[src/hw/rtl/dcpc_pkg.sv]
// Package for the depth to colored point cloud block: shared types, widths,
// register indexes and the jet colormap function. No dependencies.
package dcpc_pkg;

   localparam int DEF_MAX_WIDTH  = 1024;
   localparam int DEF_MAX_HEIGHT = 1024;

   // Position path widths, sized for the largest frame geometry allowed.
   localparam int POS_W = 12;
   localparam int EXT_W = 13;
   localparam int MAG_W = 16;
   localparam int DIFF_W = 17;

   localparam int PHASE_W = 12;
   localparam int AMP_W   = 12;
   localparam int COORD_W = 28;
   localparam int COUNT_W = 21;
   localparam int CSR_IDX_W = 3;
   localparam int CSR_DATA_W = 24;

   localparam int QUEUE_DEPTH = 4;

   localparam logic [COUNT_W-1:0] COUNT_MAX = {COUNT_W{1'b1}};

   typedef enum logic [CSR_IDX_W-1:0] {
      REG_PHASE_MAX     = 3'd0,
      REG_AMPLITUDE_MIN = 3'd1,
      REG_FRAME_WIDTH   = 3'd2,
      REG_CENTER_X      = 3'd3,
      REG_CENTER_Y      = 3'd4,
      REG_INV_FOCAL_X   = 3'd5,
      REG_INV_FOCAL_Y   = 3'd6,
      REG_COLOR_SCALE   = 3'd7
   } reg_index_type;

   typedef struct packed {
      logic [11:0] phase_max;
      logic [11:0] amplitude_min;
      logic [10:0] frame_width;
      logic [14:0] center_x;
      logic [14:0] center_y;
      logic [23:0] inv_focal_x;
      logic [23:0] inv_focal_y;
      logic [23:0] color_scale;
   } cfg_type;

   // One kept pixel, classified by the front end.
   typedef struct packed {
      logic               neg_x;
      logic [MAG_W-1:0]   mag_x;
      logic               neg_y;
      logic [MAG_W-1:0]   mag_y;
      logic [PHASE_W-1:0] phase;
      logic [COUNT_W-1:0] count;
   } item_type;

   typedef struct packed {
      logic [7:0] red;
      logic [7:0] green;
      logic [7:0] blue;
   } rgb_type;

   function automatic rgb_type jet_color(input logic [7:0] idx);
      rgb_type c;
      logic [7:0] ramp;
      ramp = {idx[5:0], 2'b00};
      unique case (idx[7:6])
         2'd0: c = '{red: 8'd255, green: ramp, blue: 8'd0};
         2'd1: c = '{red: ~ramp, green: 8'd255, blue: 8'd0};
         2'd2: c = '{red: 8'd0, green: 8'd255, blue: ramp};
         default: c = '{red: 8'd0, green: ~ramp, blue: 8'd255};
      endcase
      return c;
   endfunction

endpackage

[src/hw/rtl/dcpc_queue.sv]
// Short queue of classified points between the front and back ends.
// Depends on dcpc_pkg.
module dcpc_queue import dcpc_pkg::*; (
   input  logic     clock,
   input  logic     reset,
   input  logic     push,
   input  item_type push_item,
   input  logic     pop,
   output item_type head_item,
   output logic     full,
   output logic     empty
);

   localparam int AW = $clog2(QUEUE_DEPTH);

   item_type        slot_ff [QUEUE_DEPTH];
   logic [AW-1:0]   wr_ff, wr_in, rd_ff, rd_in;
   logic [AW:0]     fill_ff, fill_in;
   logic            do_push, do_pop;

   always_comb begin
      full    = (fill_ff == (AW+1)'(QUEUE_DEPTH));
      empty   = (fill_ff == '0);
      do_push = push && !full;
      do_pop  = pop && !empty;
      wr_in   = do_push ? wr_ff + 1'b1 : wr_ff;
      rd_in   = do_pop ? rd_ff + 1'b1 : rd_ff;
      fill_in = fill_ff + (AW+1)'(do_push) - (AW+1)'(do_pop);
      head_item = slot_ff[rd_ff];
   end

   always_ff @(posedge clock) begin
      if (do_push) begin
         slot_ff[wr_ff] <= push_item;
      end
   end

   always_ff @(posedge clock) begin
      if (reset) begin
         wr_ff   <= '0;
         rd_ff   <= '0;
         fill_ff <= '0;
      end else begin
         wr_ff   <= wr_in;
         rd_ff   <= rd_in;
         fill_ff <= fill_in;
      end
   end

endmodule

[config.mk]
export PLATFORM = sky130hd
export DESIGN_NAME = dcpc_queue
export DESIGN_NICKNAME = d
export VERILOG_FILES = /design/src/hw/rtl/dcpc_pkg.sv /design/src/hw/rtl/dcpc_queue.sv
export SDC_FILE = /design/constraint.sdc
export NUM_CORES = 1
export LEC_CHECK = 0
export BUFFER_PORTS_ARGS = -buffer_cell sky130_fd_sc_hd__buf_2
export CAP_MARGIN = 20
export CORE_UTILIZATION = 39
export CTS_CLUSTER_DIAMETER = 100
export DETAILED_ROUTE_END_ITERATION = 6
export SYNTH_ARGS = -nofsm -noshare
export SYNTH_HDL_FRONTEND = slang
export SYNTH_SLANG_ARGS = --single-unit
[constraint.sdc]
create_clock -name clock -period 3.3 [get_ports clock]
set_input_delay 0.33 -clock clock [delete_from_list [all_inputs] [get_ports clock]]
set_output_delay 0.33 -clock clock [all_outputs]
set_load 0.02 [all_outputs]
# Word-level counts from Yosys, hierarchy flattened
# Memories as Yosys holds them, arrays and structs flattened. A register that Yosys moved wholly into a read port is not among the register bits.
# Index checks and enable logic that the tools add are counted.
dict set report word_totals {
  reg_bits 7
  ramBits 268
  input_bits 71
  out_inout_bits 69
  elab_cells 18
  memories 1
}
dict set report classes {
  addsub 4
  n_eq_ne 1
  muxes 4
  reduce_logical 5
}
# memory depth word_bits read_ports rd_clocked_by_memory_dff write_ports line_no
set memory_table {}
lappend memory_table {slot_ff 4 67 1 1 1 dcpc_queue.sv:16} ;# item_type slot_ff [QUEUE_DEPTH];
# operator count
set op_table {}
lappend op_table {{2-bit by 1-bit adder with 2-bit output, second input constant} 2}
lappend op_table {{2-bit 2-to-1 mux} 2}
lappend op_table {{3-bit by 1-bit adder with 3-bit output} 1}
lappend op_table {{3-bit equality test, second input constant} 1}
lappend op_table {{3-bit logical NOT} 1}
lappend op_table {{3-bit by 1-bit subtractor with 3-bit output} 1}
lappend op_table {{1-bit logical AND} 2}
lappend op_table {{1-bit logical NOT} 2}
lappend op_table {{1-bit 2-to-1 mux} 2}

# Logic depth before layout (Yosys ltp)
dict set report logic_depth {
  depth_word 5
  mapped_depth 10
  mapped_depth_nobuf 10
}

# Worst setup path after synthesis
# Ideal clock, no wire load.
dict set report synth_path {
  path_kind {register -> register}
  from {register fill_ff[2]}
  to {memory slot_ff[0][0] (netlist bit) (enable)}
  setup_time_ps 432
  t_arrival_ps 2422
  required_ps 2868
  path_slack_ps 446
  path_stages_with_launch 4
  path_buffers 0
  synth_period_minus_slack_ps 2854
  path_cell_list {dfxtp_1 nor3b_1 nor2_1 and2_1}
}
dict set report synth_via {
  elab_chain_cells 5
}
# item line_no
set synth_lines {}
lappend synth_lines {{start: declaration} dcpc_queue.sv:18} ;# logic [AW:0] fill_ff, fill_in;
lappend synth_lines {{start signal: assignment} dcpc_queue.sv:46} ;# fill_ff <= fill_in;
lappend synth_lines {{3-bit equality test} dcpc_queue.sv:22} ;# full = (fill_ff == (AW+1)'(QUEUE_DEPTH));
lappend synth_lines {{named net full} dcpc_queue.sv:10} ;# output logic full,
lappend synth_lines {{1-bit logical NOT} dcpc_queue.sv:24} ;# do_push = push && !full;
lappend synth_lines {{1-bit logical AND} dcpc_queue.sv:24}
lappend synth_lines {{1-bit 2-to-1 mux} dcpc_queue.sv:33} ;# if (do_push) begin
lappend synth_lines {{1-bit 2-to-1 mux (implied by the code)} dcpc_queue.sv:34} ;# slot_ff[wr_ff] <= push_item;
lappend synth_lines {{end: declaration} dcpc_queue.sv:16}
# The timed path passes the listed nets, and every way through them passes these cells.

==> impl_metrics.yaml <==
grt:
  first_global_vias: 5114
  grt_max_degree: 68
  grt_pass1_wl_um: 28600
  antenna_found_initial: 1
  grt_remaining_overflow: 0
  grt_usage_pct: 14.2
critical_path:
  required_ps: 2970
  reg2reg_to: "fill_ff[2]"
  cpPeakStageDelay_ps: 590
  ff2ff_setup_slack_ps: 910
  critical_path.cell_chain: "buf_12 > mux4_2 > buf_2"
  r2r_cells: 10
  startpoint_type: "flop"
  cp.arrival_ps: 2270
  r2r_start: "fill_ff[1]"
  path_class: "flop to output pin"
  worstSetupEndpointType: "output pin"
  slowest_stage: "mux4_2"
  cp_max_fo: 36
route:
  wire_per_inst_um: 19.8
  dr_wl_met2_um: 9490
  drt_first_pass_iters: 4
  drt_iter0_drc: 362
  routed.top_layer: "met4"
  drt_wl_total_um: 18500
  wl_met3_um: 1130
  wl_met1_um: 7610
  vias: 4610
  drc: 0
  drtAntennaViolNets: 0
  vias_per_cell: 4.93
min_path:
  hold_class: "primary input to flop"
  hold_path_startpoint: "push_item[14]"
  whs_endpoint: "slot_ff[2][14]"
  holdPathStages: 1
logic_synthesis:
  synth_xor_area_share_pct: 0.258
  synth-simple-area-share_pct: 0.923
  synth_cell_types: 26
  syn_area_um2: 10200
  yosys_warnings: 0
  async_flop_share_pct: 0
  synthAdderAreaFrac_pct: 0.935
  syn_avg_cell_area_um2: 25.4
  synth_compound_area_share_pct: 0.271
  synth_ff_type: "edfxtp_1"
  ys_ff_latch: 277
  synthCells: 401
  synth_edf_count: 268
  synth.net_count: 479
  synth_top_family_by_area: "multiplexers"
  ys_seq_area_share_pct: 80.9
  synthMuxAreaShare_pct: 14.9
die:
  die_w_um: 163
  coreArea_um2: 25400
  start_util_pct: 40.0
  die_h_um: 163
  io_pins: 140
  die-area_um2: 26700
  rows: 58
clock_network:
  clockBufferDepth: 3
  cts.sinks: 277
  htreeDepth: 1
  cts_resized: 0
  cts_buffers: 29
  clock_latency_ps: 520
  cts_tree: "built"
  post_cts_buffers: 0
  path_clk_slew_ps: 60
  cts.root.buffer_cell: "clkbuf_16"
sta:
  timing.hold.ws_ps: 25.4
  finalCriticalPeriod_ps: 2600
  finalSetupViolCount: 0
  fin_worst_skew_ps: 9.74
  tightestPinTransition_ps: 1030
  drv_slew: 0
  relSlewSlack_pct: 31.1
  setup_tns_ps: 0
  rsz0062_at_grt: "false"
  period_share_pct: 78.7
  fmax_mhz: 385
  hold_viol_final: 0
  setup_ws_ps: 703
finish:
  utilization_pct: 48.8
  stdcell_count: 936
  drive_gt1_share_pct: 42.5
  nNetsFinal: 662
  fillers: 2113
  syn_to_final_growth_pct: 21.9
  stdcell_area_um2: 12400
placement:
  dp_hpwl_um: 10700
  placedCellCount: 860
  io_buffers: 139
  dpl_cell_area_um2: 11300
  gp_congestion: 0.744
  pre_cts_ws_ps: 891
pwr:
  p_leak_nw: 4.17
  power_density_nw_per_um2: 783
  ir_worst_vdd_v: 0.000504
  p_total_mw: 9.70
status:
  outcome: "finished clean"
flow_run:
  drv_cap: 0
==> Yosys cell counts (3+ instances only) <==
library cell | n | area [um^2]
and2_1 | 4 | 25.0
buf_1 | 3 | 11.3
buf_12 | 4 | 80.1
buf_2 | 4 | 20.0
buf_4 | 3 | 22.5
dfxtp_1 | 9 | 180
edfxtp_1 | 268 | 8050
ha_1 | 6 | 75.1
inv_1 | 8 | 30.0
mux4_2 | 67 | 1510
nor2_1 | 4 | 15.0
==> flip-flops by register name, indices dropped and copies added, names as in the netlist, named ones only <==
signal	cells
slot_ff	268
wr_ff	2
fill_ff	3
rd_ff	2
==> worst max path at each step <==
stage                          endpoint  slack [ps]       start
after floorplan           slot_ff[0][0]         450  fill_ff[2]
after global placement       fill_ff[2]        1080  fill_ff[2]
after detailed placement     fill_ff[2]         890  fill_ff[1]
after CTS                 head_item[66]         610        flop
after global routing      head_item[62]         540        flop
final                     head_item[66]         700        flop
==> layer usage <==
| layer | up-vias | global-route usage, % |
|---|---|---|
| met3 | 21 | 3.30 |
| met2 | 119 | 24.5 |
| li1 | 2064 | - |
| met5 | - | 0 |
| met1 | 2406 | 18.0 |
| met4 | 0 | 3.70 |
==> cell usage in the layout, fill, tap and decap left out, types with 5 or more instances in the layout <==
master         count
ha_1               6
inv_1              8
buf_2            139
clkbuf_16         29
mux4_2            67
clkinv_2           5
dlygate4sd3_1     23
clkbuf_1           6
dfxtp_1            7
clkinv_1           7
edfxtp_1         268
buf_12             5
==> cells by family (layout without fill, tap and decap cells) <==
| group | Yosys count | count (layout) |
|---|---|---|
| xor gates and xnor gates | 3 | 3 |
| DFF | 277 | 277 |
| muxes | 68 | 68 |
| and+or+nand+nor | 17 | 17 |
| buffers and inverters | 24 | 228 |
| other | 0 | 1 |
| AOI/OAI and AO/OA | 5 | 5 |
| adders and majority gates | 7 | 7 |
==> cell type report <==
cell class / instances / area [um^2] / share of cell area [%]
clock inverters: 17 / 159 / 1.28
repair buffers: 168 / 1030 / 8.34
inverters: 8 / 30.0 / 0.242
clock buffers: 35 / 748 / 6.04
well taps: 330 / 413 / 3.33
multi-input cells: 100 / 1770 / 14.3
flip-flops and latches: 277 / 8240 / 66.5
diodes: 1 / 2.50 / 0.0202
==> worst max-delay path, delay by kind of cell (launching register included) <==
kind                   cells  cell delay (ps)
multiplexers               1              590
flip-flops                 1              570
buffers and inverters      2              500
==> power by group <==
part | switching (mW) | total (mW) | leakage, nW | internal (mW)
Combinational | 1.21 | 2.19 | 1.19 | 0.979
Sequential | 0.190 | 4.42 | 2.53 | 4.23
Clock | 1.25 | 3.09 | 0.446 | 1.84
==> timing repair <==
item | CTS | global route
setup endpoints to repair | 0 | 0
hold endpoints to repair | 80 | 0
hold buffers | 23 | 0
Note: power is estimated with default switching activity, not from simulation.
