<file path="src/hw/rtl/dcpc_pkg.sv">
// Package for the depth to colored point cloud block: shared types, widths,
// register indexes and the jet colormap function. No dependencies.
package dcpc_pkg;

   localparam int DEF_MAX_WIDTH  = 1024;
   localparam int DEF_MAX_HEIGHT = 1024;

   // Position path widths, sized for the largest frame geometry allowed.
   localparam int POS_W = 12;
   localparam int EXT_W = 13;
   localparam int MAG_W = 16;
   localparam int DIFF_W = 17;

   localparam int PHASE_W = 12;
   localparam int AMP_W   = 12;
   localparam int COORD_W = 28;
   localparam int COUNT_W = 21;
   localparam int CSR_IDX_W = 3;
   localparam int CSR_DATA_W = 24;

   localparam int QUEUE_DEPTH = 4;

   localparam logic [COUNT_W-1:0] COUNT_MAX = {COUNT_W{1'b1}};

   typedef enum logic [CSR_IDX_W-1:0] {
      REG_PHASE_MAX     = 3'd0,
      REG_AMPLITUDE_MIN = 3'd1,
      REG_FRAME_WIDTH   = 3'd2,
      REG_CENTER_X      = 3'd3,
      REG_CENTER_Y      = 3'd4,
      REG_INV_FOCAL_X   = 3'd5,
      REG_INV_FOCAL_Y   = 3'd6,
      REG_COLOR_SCALE   = 3'd7
   } reg_index_type;

   typedef struct packed {
      logic [11:0] phase_max;
      logic [11:0] amplitude_min;
      logic [10:0] frame_width;
      logic [14:0] center_x;
      logic [14:0] center_y;
      logic [23:0] inv_focal_x;
      logic [23:0] inv_focal_y;
      logic [23:0] color_scale;
   } cfg_type;

   // One kept pixel, classified by the front end.
   typedef struct packed {
      logic               neg_x;
      logic [MAG_W-1:0]   mag_x;
      logic               neg_y;
      logic [MAG_W-1:0]   mag_y;
      logic [PHASE_W-1:0] phase;
      logic [COUNT_W-1:0] count;
   } item_type;

   typedef struct packed {
      logic [7:0] red;
      logic [7:0] green;
      logic [7:0] blue;
   } rgb_type;

   function automatic rgb_type jet_color(input logic [7:0] idx);
      rgb_type c;
      logic [7:0] ramp;
      ramp = {idx[5:0], 2'b00};
      unique case (idx[7:6])
         2'd0: c = '{red: 8'd255, green: ramp, blue: 8'd0};
         2'd1: c = '{red: ~ramp, green: 8'd255, blue: 8'd0};
         2'd2: c = '{red: 8'd0, green: 8'd255, blue: ramp};
         default: c = '{red: 8'd0, green: ~ramp, blue: 8'd255};
      endcase
      return c;
   endfunction

endpackage

</file>
<file path="src/hw/rtl/dcpc_front.sv">
// Front end: pixel position tracking, validity filter and offset magnitudes.
// Depends on dcpc_pkg.
module dcpc_front import dcpc_pkg::*; #(
   parameter int MAX_WIDTH  = DEF_MAX_WIDTH,
   parameter int MAX_HEIGHT = DEF_MAX_HEIGHT
) (
   input  logic               clock,
   input  logic               reset,
   input  cfg_type            cfg,
   input  logic               accept,
   input  logic [PHASE_W-1:0] phase,
   input  logic [AMP_W-1:0]   amplitude,
   input  logic               start_of_frame,
   output logic               item_push,
   output item_type           item
);

   localparam int CW = $clog2(MAX_WIDTH);
   localparam int RW = $clog2(MAX_HEIGHT);
   localparam logic [EXT_W-1:0] WIDTH_LIMIT  = EXT_W'(MAX_WIDTH);
   localparam logic [EXT_W-1:0] HEIGHT_LIMIT = EXT_W'(MAX_HEIGHT);

   logic [CW-1:0]      col_ff, col_in, col_cur;
   logic [RW-1:0]      row_ff, row_in, row_cur;
   logic [COUNT_W-1:0] count_ff, count_in, count_cur;
   logic               keep;
   logic [EXT_W-1:0]   width_eff, col_step, row_step;
   logic signed [DIFF_W-1:0] diff_x, diff_y;

   always_comb begin
      col_cur   = start_of_frame ? '0 : col_ff;
      row_cur   = start_of_frame ? '0 : row_ff;
      count_cur = start_of_frame ? '0 : count_ff;

      keep = (phase != '0) && (phase <= cfg.phase_max) && (amplitude >= cfg.amplitude_min);

      count_in = count_cur;
      if (keep && (count_cur != COUNT_MAX)) begin
         count_in = count_cur + 1'b1;
      end

      width_eff = EXT_W'(cfg.frame_width);
      if (width_eff == '0) begin
         width_eff = EXT_W'(1);
      end else if (width_eff > WIDTH_LIMIT) begin
         width_eff = WIDTH_LIMIT;
      end

      col_step = EXT_W'(col_cur) + 1'b1;
      row_step = EXT_W'(row_cur) + 1'b1;
      col_in = col_step[CW-1:0];
      row_in = row_cur;
      if (col_step >= width_eff) begin
         col_in = '0;
         row_in = (row_step >= HEIGHT_LIMIT) ? '0 : row_step[RW-1:0];
      end

      // Offset of the principal point from the pixel, in Q.4.
      diff_x = $signed({2'b00, cfg.center_x}) - $signed({1'b0, POS_W'(col_cur), 4'b0000});
      diff_y = $signed({2'b00, cfg.center_y}) - $signed({1'b0, POS_W'(row_cur), 4'b0000});
   end

   always_comb begin
      item_push  = accept && keep;
      item.neg_x = diff_x[DIFF_W-1];
      item.mag_x = diff_x[DIFF_W-1] ? MAG_W'(-diff_x) : diff_x[MAG_W-1:0];
      item.neg_y = diff_y[DIFF_W-1];
      item.mag_y = diff_y[DIFF_W-1] ? MAG_W'(-diff_y) : diff_y[MAG_W-1:0];
      item.phase = phase;
      item.count = count_in;
   end

   always_ff @(posedge clock) begin
      if (reset) begin
         col_ff   <= '0;
         row_ff   <= '0;
         count_ff <= '0;
      end else if (accept) begin
         col_ff   <= col_in;
         row_ff   <= row_in;
         count_ff <= count_in;
      end
   end

endmodule

</file>
<file path="config.mk">
export PLATFORM = sky130hd
export DESIGN_NAME = dcpc_front
export DESIGN_NICKNAME = d
export VERILOG_FILES = /design/src/hw/rtl/dcpc_pkg.sv /design/src/hw/rtl/dcpc_front.sv
export SDC_FILE = /design/constraint.sdc
export NUM_CORES = 1
export LEC_CHECK = 0
export BUFFER_PORTS_ARGS = -buffer_cell sky130_fd_sc_hd__buf_2
export CORE_MARGIN = 4
export CORE_UTILIZATION = 45
export CTS_CLUSTER_DIAMETER = 200
export DETAILED_ROUTE_END_ITERATION = 16
export GPL_ROUTABILITY_DRIVEN = 0
export PLACE_DENSITY_LB_ADDON = 0.1
export SLEW_MARGIN = 20
export SYNTH_ARGS = -nofsm -noshare
export SYNTH_HDL_FRONTEND = slang
export SYNTH_SLANG_ARGS = --single-unit
</file>
<file path="constraint.sdc">
create_clock -name clock -period 3.8 [get_ports clock]
set_clock_uncertainty 0.1 [all_clocks]
set_input_delay 0.38 -clock clock [delete_from_list [all_inputs] [get_ports clock]]
set_output_delay 0.38 -clock clock [all_outputs]
set_load 0.1 [all_outputs]
</file>
Word-level counts from Yosys, hierarchy flattened

Index checks and enable logic that the tools add are counted.

Add/subtract/negate cells: 7
Magnitude comparators: 5
Equality and inequality tests: 1
Multiplexer cells: 11
Reduce and logical (&&, ||, !) cells: 6

Operator list:

| operator                                                         | number |
|---|---|
| 10-bit 2-to-1 mux                                                | 5 |
| 21-bit 2-to-1 mux                                                | 2 |
| 16-bit 2-to-1 mux                                                | 2 |
| 16-bit negation                                                  | 2 |
| 15-bit by 14-bit subtractor with 16-bit output                   | 2 |
| 10-bit by 1-bit adder with 11-bit output (second input constant) | 2 |
| 11-bit 2-to-1 mux                                                | 2 |
| 21-bit by 1-bit adder with 21-bit output (second input constant) | 1 |
| 21-bit != test (second input constant)                           | 1 |
| 11-bit by 13-bit >= comparator with 1-bit output                 | 1 |
| 12-bit >= comparator                                             | 1 |
| 12-bit <= comparator                                             | 1 |
| 12-bit nonzero test                                              | 1 |
| 11-bit >= comparator (second input constant)                     | 1 |
| 11-bit > comparator (second input constant)                      | 1 |
| 11-bit zero test                                                 | 1 |
| 1-bit logical AND                                                | 4 |

Bits in registers: 41
Input port bits: 165
Output and inout port bits: 68

Logic depth before layout (Yosys ltp)

Word-level depth: 5
Mapped depth: 17
Mapped depth without buffers: 15

Worst setup path after synthesis

No wires, ideal clock.

Kind: input-to-output
Start point: input start_of_frame
End point: output item[34] in the netlist's numbering
Arrival: 5108 ps
Required time: 3320 ps
Slack: -1788 ps
Stages on the path: 11
Buffers on the path: 3
Cells stage by stage: inv_2 > clkbuf_1 > clkbuf_1 > nand2_1 > ha_1 > clkbuf_1 > o31ai_1 > a31o_2 > o2111ai_1 > inv_1 > o21ai_0

RTL lines:

| element            | RTL line         | RTL |
|---|---|---|
| start: declaration | dcpc_front.sv:13 | `input logic start_of_frame,` |
| end: declaration   | dcpc_front.sv:15 | `output item_type item` |

Final worst setup path

Start point: register col_ff[0]
End point: register row_ff[8]

Cells in the longest elaborated chain, start to end: 4

RTL lines:

| element                                          | RTL line         | RTL |
|---|---|---|
| start: declaration                               | dcpc_front.sv:23 | `logic [CW-1:0] col_ff, col_in, col_cur;` |
| start signal: assignment                         | dcpc_front.sv:79 | `col_ff <= col_in;` |
| 10-bit 2-to-1 mux                                | dcpc_front.sv:31 | `col_cur = start_of_frame ? '0 : col_ff;` |
| 10-bit by 1-bit adder with 11-bit output         | dcpc_front.sv:49 | `col_step = EXT_W'(col_cur) + 1'b1;` |
| 11-bit by 13-bit >= comparator with 1-bit output | dcpc_front.sv:53 | `if (col_step >= width_eff) begin` |
| 10-bit 2-to-1 mux                                | dcpc_front.sv:53 |  |
| end signal: assignment                           | dcpc_front.sv:80 | `row_ff <= row_in;` |
| end: declaration                                 | dcpc_front.sv:24 | `logic [RW-1:0] row_ff, row_in, row_cur;` |

No other way between the ends.
A chain may end at the register's enable or synchronous reset.

==> out/qor.yml <==
cp_top_family: "simple AND/OR/NAND/NOR gates"
start_kind: "flip-flop"
synth_xor_area_share_pct: 9.543
min_period_over_period_pct: 97.25
path_buf_inv: 1
maxSlewHeadroom_pct: 43.18
final_core_utilization_pct: 70.99
grt_max_degree: 47
synth-main-ff-cell: "dfxtp_1"
status: "finished, final reports clean"
worst_slack_ns: 0.1047
cts_tree: "done"
mostFrequentLayoutCell: "buf_2"
yosys.cell_types.count: 74
p_sw_share_pct: 45.44
crit_type: "reg -> reg"
grt_setup_unrepaired: "yes"
netlist_instances: 796
cts_sinks: 41
clock_path_buffers: 2
p_seq_share_pct: 19.7
vias: 6672
slowest_delay_ns: 0.53
grt_pass1_vias: 6628
dp_cells: 1136
antenna_found_initial: 0
final-seq-area_um2: 822.0
report.power.total_mw: 2.214
hold_viol: 0
num_rows: 40
synthMuxAreaShare_pct: 0.5497
postSynthAreaPerCell_um2: 7.149
period_needed_ns: 3.695
postCtsHoldBufs: 0
synth_top_family_by_area: "simple AND/OR/NAND/NOR gates"
avgRoutedWirePerCell_um: 15.50
drive_above_1_share_pct: 34.62
layout.cells.non_filler: 1150
grt_usage_pct: 23.41
internal_power_mw: 1.208
dp_hpwl_um: 14150
ant_nets: 0
final_cell_mix: "buf_2, nand2_1, buf_4"
die_y_um: 120.5
setup_viol: 0
worst_pin_slew_ns: 0.8514
p_leak_nw: 3.634
io_buffer_count: 158
design.core.area_mm2: 0.01221
crit_path_top_delay_cell: "or4_1"
drcViolationCount: 0
p_switching_mw: 1.006
whs_ns: 0.3687
via_per_inst: 5.802
pwr-share-clk_pct: 22.6
num_io_pins: 233
drv_slew: 0
p_per_area_mw_per_mm2: 255.3
synthSimpleGateAreaFrac_pct: 31.51
n_fill_cell: 988
multiInputGateArea_mm2: 0.005199
cts_made_buffers: 5
cap_violations: 0
hold_path.class: "reg -> reg"
synthAdderAreaFrac_pct: 13.90
syn2layout_area_growth_pct: 52.35
vdd_drop_max_mv: 0.2363
num_antenna_cells: 0
drtIter0Drc: 329
nets: 1208
max_clock_freq_mhz: 270.6
grt_overflow: 0
die-area_mm2: 0.01451
cp_max_fo: 4
synth_edf_count: 0
postPlaceCellArea_mm2: 0.008298
h-tree-depth: 2
synth_area_mm2: 0.005690
p_comb_share_pct: 57.7
cts_root_buf: "clkbuf_16"
wirelength_um: 17820
synth.yosys.seq_area_share_pct: 14.42
grt_pass1_wl_um: 29260
dr.pass1.iters: 5
worstPathArrival_ns: 3.79
path_cells: "nor2b_4 > buf_4 > ha_1 > nand4_1 > nor3_2 > and4_1 > xnor2_1 > ha_1 > nand4_1 > a211o_1 > a31o_2 > or4_1 > nor2b_1 > a311oi_1"
insertion_delay_ns: 0.29
final_area_mm2: 0.008670
ys_seq_elements: 41
clk_pin_slew_ns: 0.07
initial_core_util_pct: 46.60
pre_cts_ws_ns: -0.07500
die_w_um: 120.5
synth-async-reset-ratio_pct: 0
fin_tns_setup_ns: 0
synth_compound_area_share_pct: 21.66
crit_required_ns: 3.89
end_kind: "flip-flop"
synth-warning-count: 0
==> layout make-up <==
class | count | share of cell area, %
clock buffer | 5 | 1.443
clock inverter | 3 | 0.5340
inverter | 59 | 2.785
multi-input combinational | 648 | 59.97
sequential | 41 | 9.482
tap | 168 | 2.425
timing repair buffer | 226 | 23.37
==> registers in the layout, summed over array words and instances, names as in the netlist <==
name and cells:
col_ff 10, row_ff 10, count_ff 21
==> power groups by stage <==
stage | registers (mW) | logic [mW] | clock network, mW
floorplan | 0.444 | 0.858 | 0
global placement | 0.445 | 1.23 | 0
detailed placement | 0.445 | 1.26 | 0
CTS | 0.436 | 1.26 | 0.503
global route | 0.436 | 1.34 | 0.520
finish | 0.435 | 1.28 | 0.501
==> timing repair <==
action	4_1_cts	5_1_grt
endpoints found under the setup margin	6	19
pin swaps	2	18
resized for setup	6	25
setup buffers	1	5
==> final timing paths <==
path	slack (ns)	to	cells after the start	startpoint
max	0.10	row_ff[8]	14	col_ff[0]
max reg2reg	0.10	row_ff[8]	14	col_ff[0]
min reg2reg	0.37	col_ff[7]	2	col_ff[7]
min	0.37	col_ff[7]	2	col_ff[7]
==> metal layers <==
metal | share of wire (%) | routed length (um) | global-route usage [%]
met1 | 42 | 7515 | 29.36
met2 | 51 | 9011 | 43.21
met3 | 5.8 | 1033 | 2.339
met4 | 1.5 | 261 | 5.099
met5 | 0 | 0 | 0
==> cell families (layout without fill, tap and decap cells) <==
kind of cell,Yosys count,after routing
simple gates,354,354
compound gates,165,165
buf+inv,108,293
fa+ha+maj,62,62
xor+xnor,62,62
flops,41,41
mux,3,3
other cells,1,2
==> tightest hold or removal path: cells and delay by family (launching register included) <==
kind / cells / cell delay (ns)
AO/OA/AOI/OAI: 1 / 0.05
AND/OR/NAND/NOR: 1 / 0.05
flip-flops: 1 / 0.32
==> Yosys cell counts, drive strengths merged, types with 4 or more instances <==
master	count	area share, %
dfxtp	41	14
buf	23	2.7
inv	58	3.8
nand3b	6	0.79
o21ai	18	1.6
o311ai	11	1.7
o21bai	4	0.53
nand3	53	4.7
and3	17	1.9
a31oi	11	1.2
nor4b	4	0.62
a21o	7	0.92
a211oi	9	1.2
o2111ai	5	0.77
nand2	93	6.1
nor3	27	2.4
nor2b	17	1.9
xnor2	37	5.7
or3	7	0.86
o31ai	8	1.1
clkbuf	26	1.7
or2	5	0.55
nor4	16	1.9
a2111oi	10	2.6
o32ai	4	0.62
xor2	25	3.8
nand4	24	2.6
nand2b	5	0.55
a32oi	9	1.4
a21oi	41	3.6
ha	60	13
nor2	59	3.9
and2	9	0.99
Note: power is estimated with default switching activity, not from simulation.
